--- src/rtl/hecd_pkg.sv ---
// Shared widths, constants and control types of the heating ETA countdown tracker.
package hecd_pkg;

  localparam int LocalW = 48;
  localparam int EpochW = 47;
  localparam int DlW    = 58;
  localparam int PmW    = 10;
  localparam int NumW   = 68;
  localparam int CntW   = 7;
  localparam int MopW   = 48;
  localparam int ProdW  = 58;
  localparam int SumW   = 60;

  localparam logic [DlW-1:0]       DlMax        = '1;
  localparam logic signed [10:0]  UsPerMs      = 11'sd1000;
  localparam logic [PmW-1:0]      PermilleFull = 10'd1000;
  localparam logic [CntW-1:0]     DivLast      = CntW'(NumW - 1);

  typedef struct packed {
    logic mode;
    logic heating_on;
    logic eta_valid;
    logic [LocalW-1:0] local_time_us;
    logic [EpochW-1:0] wall_time_ms;
    logic [EpochW-1:0] observed_time_ms;
    logic [EpochW-1:0] ready_time_ms;
  } hecd_item_t;

  typedef struct packed {
    logic diff_en;
    logic mul_en;
    logic sum_en;
    logic commit;
    logic eval_en;
  } hecd_ctrl_t;

  typedef struct packed {
    logic ok;
    logic present;
    logic run;
    logic full;
  } hecd_stat_t;

endpackage

--- src/rtl/heat_eta_countdown_tracker_unit.sv ---
// Top level of the heating ETA countdown tracker: sequencer, output register, divider.
// Sequence: diff, multiply, sum, commit, evaluate and start states, then the 68-step
// bit-serial divider when a permille division is needed, then the output register load.
// A new input is taken only after the previous result is loaded; the next input is taken
// while the previous result still waits in the output register.
// Reset: asynchronous active low; clears the session to no heating, no start, no deadline.
module heat_eta_countdown_tracker_unit (
  input  logic                           clk_i,
  input  logic                           rst_ni,
  input  logic                           in_valid_i,
  output logic                           in_ready_o,
  input  logic                           mode_i,
  input  logic                           heating_on_i,
  input  logic                           eta_valid_i,
  input  logic [hecd_pkg::LocalW-1:0]    local_time_us_i,
  input  logic [hecd_pkg::EpochW-1:0]    wall_time_ms_i,
  input  logic [hecd_pkg::EpochW-1:0]    observed_time_ms_i,
  input  logic [hecd_pkg::EpochW-1:0]    ready_time_ms_i,
  output logic                           out_valid_o,
  input  logic                           out_ready_i,
  output logic                           update_ok_o,
  output logic                           eta_present_o,
  output logic [hecd_pkg::DlW-1:0]       left_us_o,
  output logic [hecd_pkg::PmW-1:0]       left_permille_o
);
  import hecd_pkg::*;

  typedef enum logic [8:0] {
    StIdle   = 9'b000000001,
    StDiff   = 9'b000000010,
    StMul    = 9'b000000100,
    StSum    = 9'b000001000,
    StCommit = 9'b000010000,
    StEval   = 9'b000100000,
    StStart  = 9'b001000000,
    StDiv    = 9'b010000000,
    StOut    = 9'b100000000
  } state_e;

  state_e         state_q, state_d;
  hecd_item_t     item_q;
  hecd_ctrl_t     ctrl;
  hecd_stat_t     stat;
  logic [DlW-1:0] left, total;
  logic           div_start, div_done;
  logic [PmW-1:0] quot;
  logic           in_fire, out_load;

  logic           out_valid_q, out_valid_d;
  logic           ok_q;
  logic           present_q;
  logic [DlW-1:0] left_us_q;
  logic [PmW-1:0] pm_q;

  assign in_ready_o = (state_q == StIdle);
  assign in_fire    = in_valid_i && in_ready_o;
  assign out_load   = (state_q == StOut) && (!out_valid_q || out_ready_i);
  assign div_start  = (state_q == StStart) && stat.run && !stat.full;

  assign ctrl.diff_en = (state_q == StDiff);
  assign ctrl.mul_en  = (state_q == StMul);
  assign ctrl.sum_en  = (state_q == StSum);
  assign ctrl.commit  = (state_q == StCommit);
  assign ctrl.eval_en = (state_q == StEval);

  always_comb begin
    state_d = state_q;
    case (state_q)
      StIdle:   if (in_fire) state_d = StDiff;
      StDiff:   state_d = StMul;
      StMul:    state_d = StSum;
      StSum:    state_d = StCommit;
      StCommit: state_d = StEval;
      StEval:   state_d = StStart;
      StStart:  state_d = div_start ? StDiv : StOut;
      StDiv:    if (div_done) state_d = StOut;
      StOut:    if (out_load) state_d = StIdle;
      default:  state_d = StIdle;
    endcase
  end

  always_comb begin
    out_valid_d = out_valid_q;
    if (out_valid_q && out_ready_i) out_valid_d = 1'b0;
    if (out_load) out_valid_d = 1'b1;
  end

  always_ff @(posedge clk_i or negedge rst_ni) begin
    if (!rst_ni) begin
      state_q     <= StIdle;
      out_valid_q <= 1'b0;
    end else begin
      state_q     <= state_d;
      out_valid_q <= out_valid_d;
    end
  end

  always_ff @(posedge clk_i) begin
    if (in_fire) begin
      item_q.mode             <= mode_i;
      item_q.heating_on       <= heating_on_i;
      item_q.eta_valid        <= eta_valid_i;
      item_q.local_time_us    <= local_time_us_i;
      item_q.wall_time_ms     <= wall_time_ms_i;
      item_q.observed_time_ms <= observed_time_ms_i;
      item_q.ready_time_ms    <= ready_time_ms_i;
    end
    if (out_load) begin
      ok_q      <= stat.ok;
      present_q <= stat.present;
      left_us_q <= stat.run ? left : '0;
      pm_q      <= !stat.run ? '0 : (stat.full ? PermilleFull : quot);
    end
  end

  hecd_calc u_calc (
    .clk_i   (clk_i),
    .rst_ni  (rst_ni),
    .ctrl_i  (ctrl),
    .item_i  (item_q),
    .stat_o  (stat),
    .left_o  (left),
    .total_o (total)
  );

  hecd_div u_div (
    .clk_i   (clk_i),
    .rst_ni  (rst_ni),
    .start_i (div_start),
    .left_i  (left),
    .den_i   (total),
    .done_o  (div_done),
    .quot_o  (quot)
  );

  assign out_valid_o     = out_valid_q;
  assign update_ok_o     = ok_q;
  assign eta_present_o   = present_q;
  assign left_us_o       = left_us_q;
  assign left_permille_o = pm_q;

  a_pm_range: assert property (@(posedge clk_i) disable iff (!rst_ni)
    out_valid_o |-> left_permille_o <= PermilleFull)
    else $error("permille above full scale");

  a_no_eta_zero: assert property (@(posedge clk_i) disable iff (!rst_ni)
    out_valid_o && !eta_present_o |-> left_us_o == '0 && left_permille_o == '0)
    else $error("remaining time reported without an ETA");

  a_busy_after_accept: assert property (@(posedge clk_i) disable iff (!rst_ni)
    in_valid_i && in_ready_o |=> !in_ready_o)
    else $error("input taken again before transaction finished");

  a_div_done_state: assert property (@(posedge clk_i) disable iff (!rst_ni)
    div_done |-> state_q == StDiv)
    else $error("divider finished outside divide state");

endmodule

--- src/rtl/hecd_div.sv ---
// Bit-serial restoring divider: permille quotient of left*1000 over session length.
module hecd_div (
  input  logic                          clk_i,
  input  logic                          rst_ni,
  input  logic                          start_i,
  input  logic [hecd_pkg::DlW-1:0]      left_i,
  input  logic [hecd_pkg::DlW-1:0]      den_i,
  output logic                          done_o,
  output logic [hecd_pkg::PmW-1:0]      quot_o
);
  import hecd_pkg::*;

  logic            busy_q, busy_d;
  logic            done_q, done_d;
  logic [CntW-1:0] cnt_q, cnt_d;
  logic [NumW-1:0] num_q, num_d;
  logic [DlW-1:0]  rem_q, rem_d;
  logic [DlW-1:0]  den_q, den_d;
  logic [PmW-1:0]  quo_q, quo_d;
  logic [DlW:0]    trial;
  logic            ge;

  assign trial = {rem_q, num_q[NumW-1]};
  assign ge    = trial >= {1'b0, den_q};

  always_comb begin
    busy_d = busy_q;
    done_d = 1'b0;
    cnt_d  = cnt_q;
    num_d  = num_q;
    rem_d  = rem_q;
    den_d  = den_q;
    quo_d  = quo_q;
    if (start_i) begin
      busy_d = 1'b1;
      cnt_d  = '0;
      num_d  = NumW'(left_i) * NumW'(UsPerMs);
      rem_d  = '0;
      den_d  = den_i;
      quo_d  = '0;
    end else if (busy_q) begin
      num_d = {num_q[NumW-2:0], 1'b0};
      rem_d = ge ? DlW'(trial - {1'b0, den_q}) : trial[DlW-1:0];
      quo_d = {quo_q[PmW-2:0], ge};
      cnt_d = cnt_q + 1'b1;
      if (cnt_q == DivLast) begin
        busy_d = 1'b0;
        done_d = 1'b1;
      end
    end
  end

  always_ff @(posedge clk_i or negedge rst_ni) begin
    if (!rst_ni) begin
      busy_q <= 1'b0;
      done_q <= 1'b0;
      cnt_q  <= '0;
    end else begin
      busy_q <= busy_d;
      done_q <= done_d;
      cnt_q  <= cnt_d;
    end
  end

  always_ff @(posedge clk_i) begin
    num_q <= num_d;
    rem_q <= rem_d;
    den_q <= den_d;
    quo_q <= quo_d;
  end

  assign done_o = done_q;
  assign quot_o = quo_q;

endmodule

--- src/rtl/hecd_calc.sv ---
// Session state and update arithmetic: remaining time, deadline, start and evaluation.
module hecd_calc (
  input  logic                          clk_i,
  input  logic                          rst_ni,
  input  hecd_pkg::hecd_ctrl_t          ctrl_i,
  input  hecd_pkg::hecd_item_t          item_i,
  output hecd_pkg::hecd_stat_t          stat_o,
  output logic [hecd_pkg::DlW-1:0]      left_o,
  output logic [hecd_pkg::DlW-1:0]      total_o
);
  import hecd_pkg::*;

  logic                     heat_q;
  logic [LocalW-1:0]        start_q;
  logic [DlW-1:0]           dl_q;
  logic [EpochW-1:0]        src_q;

  logic                     direct_q;
  logic signed [MopW-1:0]   mop_q;
  logic signed [ProdW-1:0]  prod_q;
  logic signed [SumW-1:0]   sum_q;
  logic                     cond_q;
  logic                     upd_q;
  logic                     ok_q, present_q, run_q;
  logic [DlW-1:0]           left_q, total_q;

  logic                     use_obs, use_wall;
  logic [EpochW-1:0]        diff;
  logic signed [MopW-1:0]   delta;
  logic signed [ProdW:0]    prod_full;
  logic                     valid, upd, present;
  logic [LocalW-1:0]        now;
  logic [EpochW-1:0]        ready;

  assign now   = item_i.local_time_us;
  assign ready = item_i.ready_time_ms;

  assign use_obs  = (item_i.observed_time_ms != '0) && (ready > item_i.observed_time_ms);
  assign use_wall = (item_i.wall_time_ms != '0) && (ready > item_i.wall_time_ms);
  assign diff     = use_obs ? ready - item_i.observed_time_ms : ready - item_i.wall_time_ms;
  assign delta    = $signed({1'b0, ready}) - $signed({1'b0, src_q});
  assign prod_full = mop_q * UsPerMs;

  assign valid = direct_q || (cond_q && !sum_q[SumW-1] &&
                              (sum_q[SumW-2:0] > (SumW-1)'(now)));
  assign upd   = !item_i.mode && item_i.heating_on && item_i.eta_valid &&
                 (ready != '0) && valid;

  assign present = heat_q && (start_q != '0) && (dl_q != '0) && (dl_q > DlW'(start_q));

  always_ff @(posedge clk_i) begin
    if (ctrl_i.diff_en) begin
      direct_q <= use_obs || use_wall;
      mop_q    <= (use_obs || use_wall) ? $signed({1'b0, diff}) : delta;
    end
    if (ctrl_i.mul_en) begin
      prod_q <= prod_full[ProdW-1:0];
    end
    if (ctrl_i.sum_en) begin
      sum_q  <= direct_q ? $signed(SumW'(now)) + SumW'(prod_q)
                         : $signed(SumW'(dl_q)) + SumW'(prod_q);
      cond_q <= (dl_q > DlW'(now)) && (src_q != '0);
    end
    if (ctrl_i.commit) begin
      upd_q <= upd;
    end
    if (ctrl_i.eval_en) begin
      ok_q      <= !item_i.mode && item_i.heating_on && (upd_q || present);
      present_q <= present;
      run_q     <= present && (dl_q > DlW'(now));
      left_q    <= dl_q - DlW'(now);
      total_q   <= dl_q - DlW'(start_q);
    end
  end

  always_ff @(posedge clk_i or negedge rst_ni) begin
    if (!rst_ni) begin
      heat_q  <= 1'b0;
      start_q <= '0;
      dl_q    <= '0;
      src_q   <= '0;
    end else if (ctrl_i.commit && !item_i.mode) begin
      if (!item_i.heating_on) begin
        heat_q  <= 1'b0;
        start_q <= '0;
        dl_q    <= '0;
        src_q   <= '0;
      end else begin
        heat_q <= 1'b1;
        if (upd) begin
          if (start_q == '0 || start_q > now) begin
            start_q <= now;
          end
          dl_q  <= sum_q[SumW-2] ? DlMax : sum_q[DlW-1:0];
          src_q <= ready;
        end
      end
    end
  end

  assign stat_o.ok      = ok_q;
  assign stat_o.present = present_q;
  assign stat_o.run     = run_q;
  assign stat_o.full    = left_q >= total_q;
  assign left_o         = left_q;
  assign total_o        = total_q;

endmodule

--- config.mk ---
export PLATFORM = sky130hd
export DESIGN_NAME = heat_eta_countdown_tracker_unit
export DESIGN_NICKNAME = d
export VERILOG_FILES = /design/src/rtl/hecd_pkg.sv /design/src/rtl/heat_eta_countdown_tracker_unit.sv /design/src/rtl/hecd_div.sv /design/src/rtl/hecd_calc.sv
export SDC_FILE = /design/constraint.sdc
export NUM_CORES = 2
export LEC_CHECK = 0
export BUFFER_PORTS_ARGS = -buffer_cell sky130_fd_sc_hd__buf_2
export CORE_UTILIZATION = 30
export DETAILED_ROUTE_END_ITERATION = 8
export SYNTH_ARGS = -nofsm -noshare
export SYNTH_HDL_FRONTEND = slang
export SYNTH_HIERARCHICAL = 1
export SYNTH_SLANG_ARGS = --single-unit
export TNS_END_PERCENT = 50
--- constraint.sdc ---
create_clock -name clk_i -period 19.3 [get_ports clk_i]
set_input_delay 0.965 -clock clk_i [delete_from_list [all_inputs] [get_ports clk_i]]
set_output_delay 0.965 -clock clk_i [all_outputs]
set_load 0.005 [all_outputs]
==> results.json <==
{
  "drcViolationCount": 0,
  "cts_inserted_buffers": 108,
  "final_layout_size_suffix_gt1_share_pct": 7.44,
  "detail_route.iter0.violations": 4406,
  "die-height_um": 518,
  "grtUsageMet3_pct": 1.78,
  "clock_path_buffers": 3,
  "setup.worst_path.class": "flip-flop to flip-flop",
  "crit_path_max_incr_delay_ps": 660,
  "detailedPlacementHpwl_mm": 189,
  "number_of_global_route_vias_before_repair": 61600,
  "die-width_um": 518,
  "globalRouteMet2Util_pct": 28.0,
  "first_pass_grt_wire_length_mm": 354,
  "power.density_nw_per_um2": 181,
  "global_route.overflow_total": 0,
  "top_level_ports": 268,
  "critical_path.reg2reg.startpoint": "u_calc/left_o[1]",
  "tightestPinTransition_ps": 1160,
  "root_buffer_cell": "clkbuf_16",
  "yosysSeqAreaShare_pct": 32.4,
  "average_wire_length_per_cell_after_detail_routing_um": 19.0,
  "filler_cell_count": 26700,
  "max_stage_delay_cell_worst_path": "buf_4",
  "hold_buffers": 0,
  "initial_core_util_pct": 30.3,
  "final_antenna_net_count": 0,
  "timing.critical_path.cells": "ha_1 > nor2b_1 > o21a_1 > o21a_1 > o21a_1 > o21a_1 > o21ai_0 > a21oi_1 > nor3_1 > o21ai_0 > a41oi_1 > o22ai_1 > nor2b_1 > nand3b_1 > nor2_4 > buf_4 > buf_12 > inv_1 > nand2_1 > nor3_1 > mux2i_1 > nand2_1",
  "hp-class": "primary input to asynchronous set/reset pin",
  "via_density": 5.02,
  "floorplan.core_area_um2": 263000,
  "cts.repair.resized": 0,
  "preCtsSetupSlack_ps": 11770,
  "arrival_ps": 8030,
  "drv_slew": 0,
  "grt_setup_unrepaired": "no",
  "cpMostUsedCell": "o21a_1",
  "mappedNetlistArea_um2": 79700,
  "dr.pass1.iters": 8,
  "fmax_mhz": 136,
  "final.setup_skew_ps": 92.4,
  "setup-tns-final_ps": 0,
  "synthArstFlopShare_pct": 19.0,
  "synth-seq-cells": 911,
  "drt-total-wl_mm": 231,
  "synth_warnings": 6,
  "grt_util_met1_pct": 22.1,
  "yosysUniqueCellTypes": 117,
  "placed_cell_area_um2": 84800,
  "mostFrequentLayoutCell": "inv_1",
  "vias": 61000,
  "final_setup_viols": 0,
  "synth_enable_flop_cells": 670,
  "layout.core_utilization_pct": 33.6,
  "core.rowCount": 188,
  "post_cts.repair.setup_buffers": 0,
  "placed_cells_incl_taps": 11900,
  "tritoncts_clock_tree": "yes",
  "dieArea_um2": 268000,
  "cts.sinks": 911,
  "final.min_clock_period_ps": 7370,
  "syn2layout_area_growth_pct": 11.1,
  "finalNonFillerCells": 12100,
  "largest_net_degree_at_the_start_of_global_routing": 94,
  "global_route.peak_usage_layer": "met2",
  "avgSynthCellArea_um2": 9.52,
  "cp-start-kind": "flip-flop",
  "timing.final.hold_violations": 0,
  "worstPathRequired_ps": 19950,
  "layout_worst_path_cycle_share_pct": 38.2,
  "max-vdd-ir-drop_mv": 0.193,
  "worst_slack_ps": 11930,
  "syn-num-nets": 9831,
  "fin_area_um2": 88500,
  "synth_flop_cell": "edfxtp_1",
  "clk_pin_slew_worst_paths_ps": 60,
  "clk_lat_worst_skew_ps": 780,
  "seqCellArea_um2": 25800,
  "result_of_the_run": "completed",
  "critical_path.endpoint_type": "flip-flop",
  "static-leakage-power_nw": 40.4,
  "syn_inst": 8375,
  "grt.total_usage_pct": 16.8,
  "path_max_fanout": 67,
  "port_buffers": 267,
  "multi_input_logic_area_um2": 48200,
  "worst_slew_margin_rel_pct": 22.0,
  "crit_path_start": "u_calc/left_o[1]",
  "num-nets-final": 9994,
  "gp_congestion": 0.983,
  "cts-htree-levels": 3,
  "grt_antenna_before_repair": 10,
  "final_cell_mix": "inv_1, ha_1, edfxtp_1, a21oi_1, nand2_1",
  "timing.max_cap.violations": 0
}
-- layer usage --
layer	vias up	share of wire, %
li1	29800	-
met2	1633	46
met5	-	0
met4	0	4.4
met3	382	4.0
met1	29200	45
-- report_power, final --
group | internal (W) | switching [W]
sequential | 0.00294 | 0.000301
clock | 0.00125 | 0.000891
combinational | 0.00440 | 0.00625
-- cells by family after synthesis --
family,after synthesis,share of synthesized area (%)
compound gates,2115,17.3
mux,182,2.38
xor+xnor,484,5.32
simple gates,1898,11.7
fa+ha+maj,1260,23.7
flops,911,32.4
buf+inv,1525,7.30
-- cell type report --
type                            instances  area share, %
Clock inverter                         62          0.886
Inverter                             1270           5.38
Clock buffer                          141           3.32
Timing Repair Buffer                  308           1.88
Sequential cell                       911           29.2
Multi-Input combinational cell       5939           54.4
Antenna cell                            2        0.00565
Tap cell                             3515           4.97
-- metrics by stage --
step | total power, W | hold WS (ps)
after floorplan | 0.0114 | 426
after detailed placement | 0.0138 | 435
after global routing | 0.0176 | 146
final | 0.0160 | 151
after CTS | 0.0161 | 116
after global placement | 0.0137 | 430
-- state kept, by name, summed over array words and instances, names as in the netlist, 7 cells and up --
signal and cells:
item_q 192, u_div/num_q 65, u_calc/sum_q 60, left_us_o 58
u_calc/dl_q 58, u_calc/left_o 58, u_calc/total_o 58, u_div/den_q 58
u_div/rem_q 58, u_calc/prod_q 55, u_calc/mop_q 48, u_calc/start_q 48
u_calc/src_q 47, left_permille_o 10, u_div/quot_o 10, state_q 9
u_div/cnt_q 7
-- synthesized netlist by cell type (all sizes together), types with 151 or more instances --
cell type	n	area [µm²]
a21o	325	2440
a21oi	599	3010
clkbuf	203	764
dfrtp	172	4300
edfxtp	670	20100
fa	416	8330
ha	844	10600
inv	1269	4760
nand2	584	2200
nand4	151	945
nor2	424	1590
o21ai	456	2300
xnor2	301	2640
xor2	183	1600
-- worst max-delay path: cells and delay by family, from the launching register on --
kind	cells	cell delay (ps)
and+or+nand+nor	8	2360
AOI/OAI and AO/OA	9	2180
buffers and inverters	3	1530
DFF	1	510
adders and majority gates	1	350
muxes	1	170
-- path summary, 6_finish.rpt --
| path | endpoint | slack (ps) | cells past startpoint |
|---|---|---|---|
| setup / recovery | u_div/rem_q[54] | 11930 | 22 |
| hold / removal | u_calc/start_q[1] | 150 | 1 |
| setup reg to reg | u_div/rem_q[54] | 11930 | 22 |
| hold reg to reg | u_div/den_q[33] | 450 | 0 |
| max in group asynchronous | u_div/busy_q | 17700 | 2 |
| min in group clk_i | item_q[165] | 350 | 1 |
No activity file was read; power rests on OpenSTA's default activity.
